<file path="src/sv/wsro_pkg.sv">
`timescale 1ns / 1ps

package wsro_pkg;

  localparam int NUM_WHEELS_DEF = 6;

  localparam int STAMP_W    = 48;
  localparam int WIDX_W     = 3;
  localparam int VAL_W      = 32;
  localparam int ANG_W      = 16;
  localparam int RATIO_W    = 16;
  localparam int IN_DATA_W  = 264;
  localparam int OUT_DATA_W = 24;
  localparam int CFG_IDX_W  = 3;
  localparam int CFG_DATA_W = 31;
  localparam int TRIG_W     = 18;

  localparam logic               ENABLE_RST    = 1'b1;
  localparam logic [23:0]        TIMEOUT_RST   = 24'd500000;
  localparam logic [15:0]        MAX_SLIP_RST  = 16'd52429;
  localparam logic [30:0]        MIN_SPEED_RST = 31'd655;
  localparam logic [15:0]        DEADBAND_RST  = 16'd655;
  localparam logic [15:0]        SLIP_CEIL     = 16'd64880;

  localparam logic signed [20:0] Q16_PI      = 21'sd205887;
  localparam logic signed [20:0] Q16_HALF_PI = 21'sd102944;
  localparam logic signed [20:0] Q16_TWO_PI  = 21'sd411775;
  localparam logic signed [19:0] CORDIC_K    = 20'sd39797;
  localparam logic signed [19:0] TRIG_ONE    = 20'sd65536;
  localparam logic signed [65:0] TERM_LIMIT  = 66'sd70368744177663;

  typedef enum logic [1:0] {
    KIND_REF   = 2'd0,
    KIND_WHEEL = 2'd1,
    KIND_POS   = 2'd2
  } kind_t;

  typedef enum logic [2:0] {
    CFG_ENABLE    = 3'd0,
    CFG_TIMEOUT   = 3'd1,
    CFG_MAX_SLIP  = 3'd2,
    CFG_MIN_SPEED = 3'd3,
    CFG_DEADBAND  = 3'd4
  } cfg_idx_t;

  typedef enum logic [2:0] {
    ST_IDLE,
    ST_CORDIC,
    ST_MUL,
    ST_DIV,
    ST_QUOT,
    ST_FINISH,
    ST_EMIT
  } state_t;

  typedef struct packed {
    logic                     done;
    logic signed [TRIG_W-1:0] cos_v;
    logic signed [TRIG_W-1:0] sin_v;
  } sincos_t;

  function automatic logic signed [20:0] atan_q16(input logic [3:0] idx);
    logic signed [20:0] v;
    case (idx)
      4'd0:    v = 21'sd51472;
      4'd1:    v = 21'sd30386;
      4'd2:    v = 21'sd16055;
      4'd3:    v = 21'sd8150;
      4'd4:    v = 21'sd4091;
      4'd5:    v = 21'sd2047;
      4'd6:    v = 21'sd1024;
      4'd7:    v = 21'sd512;
      4'd8:    v = 21'sd256;
      4'd9:    v = 21'sd128;
      4'd10:   v = 21'sd64;
      4'd11:   v = 21'sd32;
      4'd12:   v = 21'sd16;
      4'd13:   v = 21'sd8;
      4'd14:   v = 21'sd4;
      default: v = 21'sd2;
    endcase
    return v;
  endfunction

endpackage

</file>
<file path="src/sv/wsro_cordic.sv">
`timescale 1ns / 1ps

module wsro_cordic import wsro_pkg::*; (
  input  logic                    clk,
  input  logic                    rst_n,
  input  logic                    start,
  input  logic signed [ANG_W-1:0] angle,
  output sincos_t                 sc
);

  logic                     busy_r, busy_nxt;
  logic                     done_r, done_nxt;
  logic [3:0]               it_r, it_nxt;
  logic signed [19:0]       x_r, x_nxt;
  logic signed [19:0]       y_r, y_nxt;
  logic signed [20:0]       z_r, z_nxt;
  logic                     neg_r, neg_nxt;
  logic signed [TRIG_W-1:0] cos_r, cos_nxt;
  logic signed [TRIG_W-1:0] sin_r, sin_nxt;

  logic signed [20:0] z0, zw;
  logic signed [19:0] dx, dy, xi, yi;

  function automatic logic signed [TRIG_W-1:0] clamp_trig(input logic signed [19:0] v);
    logic signed [19:0] r;
    if (v > TRIG_ONE) r = TRIG_ONE;
    else if (v < -TRIG_ONE) r = -TRIG_ONE;
    else r = v;
    return TRIG_W'(r);
  endfunction

  always_comb begin
    z0 = {angle[ANG_W-1], angle, 4'd0};
    if (z0 > Q16_PI) zw = z0 - Q16_TWO_PI;
    else if (z0 < -Q16_PI) zw = z0 + Q16_TWO_PI;
    else zw = z0;
    dx = y_r >>> it_r;
    dy = x_r >>> it_r;
    if (z_r >= 0) begin
      xi = x_r - dx;
      yi = y_r + dy;
    end else begin
      xi = x_r + dx;
      yi = y_r - dy;
    end
  end

  always_comb begin
    busy_nxt = busy_r;
    done_nxt = 1'b0;
    it_nxt   = it_r;
    x_nxt    = x_r;
    y_nxt    = y_r;
    z_nxt    = z_r;
    neg_nxt  = neg_r;
    cos_nxt  = cos_r;
    sin_nxt  = sin_r;
    if (start) begin
      busy_nxt = 1'b1;
      it_nxt   = '0;
      x_nxt    = CORDIC_K;
      y_nxt    = '0;
      if (zw > Q16_HALF_PI) begin
        z_nxt   = zw - Q16_PI;
        neg_nxt = 1'b1;
      end else if (zw < -Q16_HALF_PI) begin
        z_nxt   = zw + Q16_PI;
        neg_nxt = 1'b1;
      end else begin
        z_nxt   = zw;
        neg_nxt = 1'b0;
      end
    end else if (busy_r) begin
      x_nxt  = xi;
      y_nxt  = yi;
      z_nxt  = (z_r >= 0) ? z_r - atan_q16(it_r) : z_r + atan_q16(it_r);
      it_nxt = it_r + 4'd1;
      if (it_r == 4'd15) begin
        busy_nxt = 1'b0;
        done_nxt = 1'b1;
        cos_nxt  = clamp_trig(neg_r ? -xi : xi);
        sin_nxt  = clamp_trig(neg_r ? -yi : yi);
      end
    end
  end

  always_ff @(posedge clk) begin
    if (!rst_n) begin
      busy_r <= 1'b0;
      done_r <= 1'b0;
      it_r   <= '0;
    end else begin
      busy_r <= busy_nxt;
      done_r <= done_nxt;
      it_r   <= it_nxt;
    end
    x_r   <= x_nxt;
    y_r   <= y_nxt;
    z_r   <= z_nxt;
    neg_r <= neg_nxt;
    cos_r <= cos_nxt;
    sin_r <= sin_nxt;
  end

  assign sc = '{done: done_r, cos_v: cos_r, sin_v: sin_r};

`ifndef SYNTHESIS
  a_no_restart: assert property (@(posedge clk) disable iff (!rst_n)
    busy_r |-> !start) else $error("sincos restarted while busy");
  a_done_after_busy: assert property (@(posedge clk) disable iff (!rst_n)
    done_r |-> $past(busy_r)) else $error("sincos done without run");
  a_iter_idle: assert property (@(posedge clk) disable iff (!rst_n)
    !busy_r && !start |=> !busy_r) else $error("sincos started spontaneously");
`endif

endmodule

</file>
<file path="config.mk">
export PLATFORM = sky130hd
export DESIGN_NAME = wsro_cordic
export DESIGN_NICKNAME = d
export VERILOG_FILES = /design/src/sv/wsro_pkg.sv /design/src/sv/wsro_cordic.sv
export SDC_FILE = /design/constraint.sdc
export NUM_CORES = 1
export LEC_CHECK = 0
export ABC_AREA = 1
export CORE_ASPECT_RATIO = 1.75
export CORE_MARGIN = 2
export CORE_UTILIZATION = 40
export DETAILED_ROUTE_END_ITERATION = 12
export DONT_BUFFER_PORTS = 1
export GPL_TIMING_DRIVEN = 0
export SKIP_CTS_REPAIR_TIMING = 1
export SYNTH_ARGS = -nofsm -noshare
export SYNTH_HDL_FRONTEND = slang
export SYNTH_SLANG_ARGS = --single-unit
</file>
<file path="constraint.sdc">
create_clock -name clk -period 5.7 [get_ports clk]
set_input_delay 1.14 -clock clk [delete_from_list [all_inputs] [get_ports clk]]
set_output_delay 1.14 -clock clk [all_outputs]
set_load 0.03 [all_outputs]
</file>
Yosys cells after proc, flatten, opt, wreduce, memory -nomap -nowiden
Memory sizes are Yosys's and may differ from the RTL's. A register that Yosys moved wholly into a read port is not among the register bits.
Cells that the tools add are included.
{"block": "classes", "muxes": 26, "bitwise_logic": 3, "shift": 2, "magnitude_cmp": 9, "n_reduce_logical": 6, "addsub": 13, "n_eq_ne": 1}
{"operator": "two-way mux 21 bit", "n": 11}
{"operator": "two-way mux 20 bit", "n": 4}
{"operator": "adder 20 bit", "n": 2}
{"operator": "> comparator 20 x 18 -> 1 bit, second input constant", "n": 2}
{"operator": "less-than comparator 20 x 17 -> 1 bit, second input constant", "n": 2}
{"operator": "negator 20 bit", "n": 2}
{"operator": ">>> shifter 20 x 4 -> 20 bit", "n": 2}
{"operator": "subtractor 20 bit", "n": 2}
{"operator": "two-way mux 18 bit", "n": 2}
{"operator": "adder 20 x 20 -> 21 bit, second input constant", "n": 1}
{"operator": "adder 21 x 19 -> 21 bit, second input constant", "n": 1}
{"operator": "adder 21 bit", "n": 1}
{"operator": "greater-or-equal comparator 21 x 1 -> 1 bit, second input constant", "n": 1}
{"operator": "> comparator 21 x 18 -> 1 bit, second input constant", "n": 1}
{"operator": "less-than comparator 21 x 18 -> 1 bit, second input constant", "n": 1}
{"operator": "subtractor 20 x 20 -> 21 bit, second input constant", "n": 1}
{"operator": "subtractor 21 x 19 -> 21 bit, second input constant", "n": 1}
{"operator": "subtractor 21 bit", "n": 1}
{"operator": "> comparator 20 x 19 -> 1 bit, second input constant", "n": 1}
{"operator": "less-than comparator 20 x 19 -> 1 bit, second input constant", "n": 1}
{"operator": "two-way mux 4 bit", "n": 4}
{"operator": "OR reduction 2 bit", "n": 3}
{"operator": "two-way mux 1 bit", "n": 5}
{"operator": "adder 4 x 1 -> 4 bit, second input constant", "n": 1}
{"operator": "5 further kinds", "n": 7}
{"block": "word_totals", "elab_cells": 73, "regBits": 104, "inputBits": 19, "mem_bits_ro": 512, "memories": 2, "out_inout_bits": 37}
{"name": "(no name shown)", "depth": 16, "word_bits": 16, "rd": 1, "rd_ports_with_merged_regs": 1, "write_ports": 0, "line_no": "wsro_pkg.sv:64", "source": "case (idx)"}
{"name": "(no name shown)", "depth": 16, "word_bits": 16, "rd": 1, "rd_ports_with_merged_regs": 1, "write_ports": 0, "line_no": "wsro_pkg.sv:64"}

Depth between registers and ports, before layout
{"block": "logic_depth", "word_depth": 7, "depth_mapped": 42, "depth_no_buf": 40}

Least setup slack after synthesis
No wires, ideal clock.
{"block": "synth_path", "path_type": "register -> register", "from": "reg it_r[0]", "to": "reg sin_r[15] (data pin)", "path_stages_with_launch": 40, "setup_time_ns": 0.261, "t_required_ns": 5.439, "synth_period_minus_slack_ns": 4.489, "n_path_buf": 3, "t_arrival_ns": 4.228, "path_slack_ns": 1.211, "cell_sequence": "dfxtp_1 > buf_6 > buf_6 > nand2_1 > o21ai_1 > nand2_1 > o21ai_1 > o21ai_1 > nand2_1 > nand2_1 > inv_2 > ha_1 > nand2_1 > nor2_1 > nand4_1 > o31ai_1 > xor2_1 > inv_1 > (+4 left out) > and2_1 > nand3_1 > nand2_1 > nand2_1 > a21oi_2 > xor2_1 > inv_1 > nor2_1 > nor2_1 > nor2_1 > inv_1 > nand2_1 > nand2_2 > inv_2 > nand2_2 > nand2_4 > buf_12 > nor2_4"}
{"block": "synth_between", "elab_chain_cells": 7, "word_cells_on_any_way": 9, "cone_classes": "add/sub: 3; order compare: 2; shift: 1; mux: 2; reduce/logical: 1"}
{"element": "from (decl)", "line_no": "wsro_cordic.sv:13", "source": "logic [3:0] it_r, it_nxt;"}
{"element": "from (signal assigned)", "line_no": "wsro_cordic.sv:95", "source": "it_r <= it_nxt;"}
{"element": ">>> shifter 20 x 4 -> 20 bit *", "line_no": "wsro_cordic.sv:38", "source": "dy = x_r >>> it_r;"}
{"element": "subtractor 20 bit / adder 20 bit (equally long branches)", "line_no": "wsro_cordic.sv:44, wsro_cordic.sv:41"}
{"element": "two-way mux 20 bit *", "line_no": "wsro_cordic.sv:39", "source": "if (z_r >= 0) begin"}
{"element": "negator 20 bit", "line_no": "wsro_cordic.sv:82", "source": "sin_nxt = clamp_trig(neg_r ? -yi : yi);"}
{"element": "two-way mux 20 bit *", "line_no": "wsro_cordic.sv:82"}
{"element": "> comparator 20 x 18 -> 1 bit / less-than comparator 20 x 17 -> 1 bit (equally long branches)", "line_no": "wsro_cordic.sv:26, wsro_cordic.sv:27"}
{"element": "OR reduction 2 bit (no line)"}
{"element": "to (signal assigned)", "line_no": "wsro_cordic.sv:102", "source": "sin_r <= sin_nxt;"}
{"element": "to (decl)", "line_no": "wsro_cordic.sv:19", "source": "logic signed [TRIG_W-1:0] sin_r, sin_nxt;"}
Mark *: on every way between the ends. The rest lies on a longest branch, timed or not.
A chain may end at the register's enable or synchronous reset.

Final worst setup path
{"block": "layout_path", "from": "reg z_r[20]", "to": "reg cos_r[11] (data pin)"}
{"block": "layout_between", "elab_chain_cells": 6, "word_cells_on_any_way": 7, "cone_classes": "add/sub: 1; order compare: 3; mux: 2; reduce/logical: 1"}
{"element": "from (decl)", "line_no": "wsro_cordic.sv:16", "source": "logic signed [20:0] z_r, z_nxt;"}
{"element": "from (signal assigned)", "line_no": "wsro_cordic.sv:99", "source": "z_r <= z_nxt;"}
{"element": "greater-or-equal comparator 21 x 1 -> 1 bit *", "line_no": "wsro_cordic.sv:39"}
{"element": "two-way mux 20 bit *", "line_no": "wsro_cordic.sv:39"}
{"element": "negator 20 bit", "line_no": "wsro_cordic.sv:81", "source": "cos_nxt = clamp_trig(neg_r ? -xi : xi);"}
{"element": "two-way mux 20 bit *", "line_no": "wsro_cordic.sv:81"}
{"element": "> comparator 20 x 18 -> 1 bit / less-than comparator 20 x 17 -> 1 bit (equally long branches)", "line_no": "wsro_cordic.sv:26, wsro_cordic.sv:27"}
{"element": "OR reduction 2 bit (no line)"}
{"element": "to (signal assigned)", "line_no": "wsro_cordic.sv:101", "source": "cos_r <= cos_nxt;"}
{"element": "to (decl)", "line_no": "wsro_cordic.sv:18", "source": "logic signed [TRIG_W-1:0] cos_r, cos_nxt;"}
Marks and branches as above.

==> results.md <==
* DR iter-0 viols at 691
* Worst-path fanout max at 10
* Die Area at 37690 um2
* Antenna Cells at 0
* Max-slew headroom at 29.82%
* Port bufs at 0
* Post-route DRC at 0
* Post-synth EDFFs at 58
* Final hold violations at 0
* Inserted Clock Buffers at 17
* Crit Path Category: reg -> reg
* All-Layer GR Usage at 27.76%
* Tcrit/Tclk final at 94.54%
* Final WL at 52640 um
* Main synth FF type: dfxtp_1
* First-pass GRT wire length at 80050 um
* # rows at 92
* Worst slew pin tran at 1.045 ns
* Synth unique cells at 53
* Mapped Area at 14440 um2
* Synthesized instance count at 2397
* CP Capture Type: flip-flop
* Commonest cells after routing, fill and taps aside: nand2_1 (788), nand3_1 (298), inv_1 (290), nor2_1 (159), o21ai_0 (89)
* Top Layer Used: met4
* Drt first pass iters at 6
* Routed wl met2 at 28900 um
* Yosys warnings at 0
* Synthesis-to-layout area growth at 10.26%
* TritonCTS Sinks at 120
* Wirelength per Cell at 18.12 um
* WL met1 at 16960 um
* Max frequency at 0.1856 GHz
* Required time of the critical path at 5.91 ns
* CTS H-tree lvls at 4
* Die Y at 255.3 um
* Register area share after synthesis at 20.66%
* Syn_area_per_cell at 6.023 um2
* Critical path data arrival time at 5.60 ns
* Tmin final at 5.389 ns
* Critical Path Start Type: flip-flop
* Vias in the first global route at 15.21k
* Latest clock arrival within the worst-skew pair at 0.46 ns
* Final-report max-slew violation count at 0
* Status: completed
* Core area at 35800 um2
* Post-DRT Antenna Nets at 0
* Die width at 147.6 um
* Layout cells sized above 1 at 10.31%
* Register clock-pin slew on the reported worst setup and hold paths at 0.06 ns
* Flip-flop and latch count after synthesis at 120
* GPL Wtd Cong at 1.004
* Min-delay worst type: reg -> reg
* Nets at 2523
* Worst Skew at 0.01330 ns
* Via count at 15.51k
* Most common cell after layout, fill and taps aside: nand2_1
* MaxCap Viol Count at 0
* GR Overflow Total at 0
* Asr flop ratio synth at 0%
* Vias/cell at 5.339
* Post-Syn Nets at 2498
* Met3 Routed Length at 1333 um
* TNS Setup at 0 ns
* Clock buffer depth at 2
* CTS tree: built
* # IOs at 56
* Initial antenna violation count at 0
* Largest net degree at the start of global routing at 37
* Clock root buffer: clkbuf_16
* Initial Util at 40.33%
* DP HPWL at 44320 um
* Endpoints failing setup at 0
cells in the mapped netlist, types with 5 or more instances:
| cell type | number | area share, % |
|---|---|---|
| nand2_1 | 798 | 21 |
| nand3_1 | 299 | 10 |
| inv_1 | 290 | 7.5 |
| nor2_1 | 169 | 4.4 |
| o21ai_0 | 92 | 3.2 |
| a21oi_1 | 88 | 3.1 |
| ha_1 | 79 | 6.8 |
| xor2_1 | 63 | 3.8 |
| dfxtp_1 | 62 | 8.6 |
| edfxtp_1 | 58 | 12 |
| nand4_1 | 43 | 1.9 |
| nand2_2 | 36 | 1.6 |
| xnor2_1 | 28 | 1.7 |
| buf_2 | 26 | 0.90 |
| nor2_4 | 24 | 1.9 |
| o21ai_1 | 24 | 0.83 |
| inv_2 | 22 | 0.57 |
| nor3_1 | 22 | 0.76 |
| clkbuf_1 | 17 | 0.44 |
| o22ai_1 | 17 | 0.74 |
| nand3b_1 | 10 | 0.52 |
| nor2_2 | 10 | 0.43 |
| o21ai_2 | 10 | 0.61 |
| o31ai_1 | 10 | 0.52 |
| nand3_2 | 9 | 0.62 |
| buf_6 | 8 | 0.62 |
| a31oi_1 | 7 | 0.30 |
| clkinv_1 | 7 | 0.18 |
| o211ai_1 | 7 | 0.36 |
| buf_4 | 6 | 0.31 |
| nand2_4 | 6 | 0.47 |
| a21oi_2 | 5 | 0.30 |
| and2_1 | 5 | 0.22 |
stage by stage:
stage / std cells / instance area [um2] / setup WS, ns / utilization, % / hold WS (ns)
after floorplan: 2397 / 14440 / 1.211 / - / 0.4773
after global placement: 2867 / 15020 / 0.01393 / 41.97 / 0.5004
after detailed placement: 2868 / 15050 / -0.09460 / 42.05 / 0.5030
after CTS: 2900 / 15690 / -0.1243 / 43.81 / 0.5134
after global routing: 2905 / 15920 / -0.003436 / 44.46 / 0.5307
final: 2905 / 15920 / 0.3114 / 44.46 / 0.5094
per-layer routing:
layer,GRT usage (%),vias up
li1,-,7835
met5,0,-
met4,25.99,0
met3,3.107,194
met1,23.26,7082
met2,54.44,400
logic make-up after synthesis:
group / synth area share (%)
and+or+nand+nor: 44.70
buffers and inverters: 10.96
AOI/OAI and AO/OA: 10.71
DFF: 20.66
xor gates and xnor gates: 5.634
adders and majority gates: 7.263
muxes: 0.06934
path summary, 6_finish.rpt:
path               end  depth (start not counted)  startpoint  slack, ns
max          cos_r[11]                         26     z_r[20]       0.31
min             x_r[0]                          2      x_r[0]       0.51
max reg2reg  cos_r[11]                         26     z_r[20]       0.31
min reg2reg     x_r[0]                          2      x_r[0]       0.51
cell type report:
cell class | instances | area [um2]
buffer | 63 | 416.7
clock buffer | 21 | 493.0
clock inverter | 11 | 138.9
fill | 3888 | 19880
inverter | 319 | 1200
multi-input combinational | 1895 | 10020
sequential | 120 | 2988
tap | 470 | 588.1
timing repair buffer | 6 | 75.07
worst max-delay path, cell delays in order, from the launching register on:
cell	delay (ns)
edfxtp_1	0.36
buf_4	0.21
clkinv_1	0.29
clkbuf_1	0.72
o21ai_0	0.40
fa_1	0.52
inv_1	0.15
nand3_1	0.12
nand2_1	0.17
nand2_1	0.09
nand2_2	0.13
inv_2	0.07
nor2_2	0.29
nand3_2	0.17
nor2_2	0.18
nand4_1	0.10
nor2_1	0.17
nand3_1	0.13
nand2_1	0.08
nand2_1	0.05
nand2_1	0.09
nor2_1	0.08
a21oi_2	0.15
nand2_2	0.08
nand2_4	0.10
buf_12	0.18
nor2_4	0.04
Power is not shown: default switching activity piles up to over one toggle a cycle in this logic, so the estimate is an artifact.
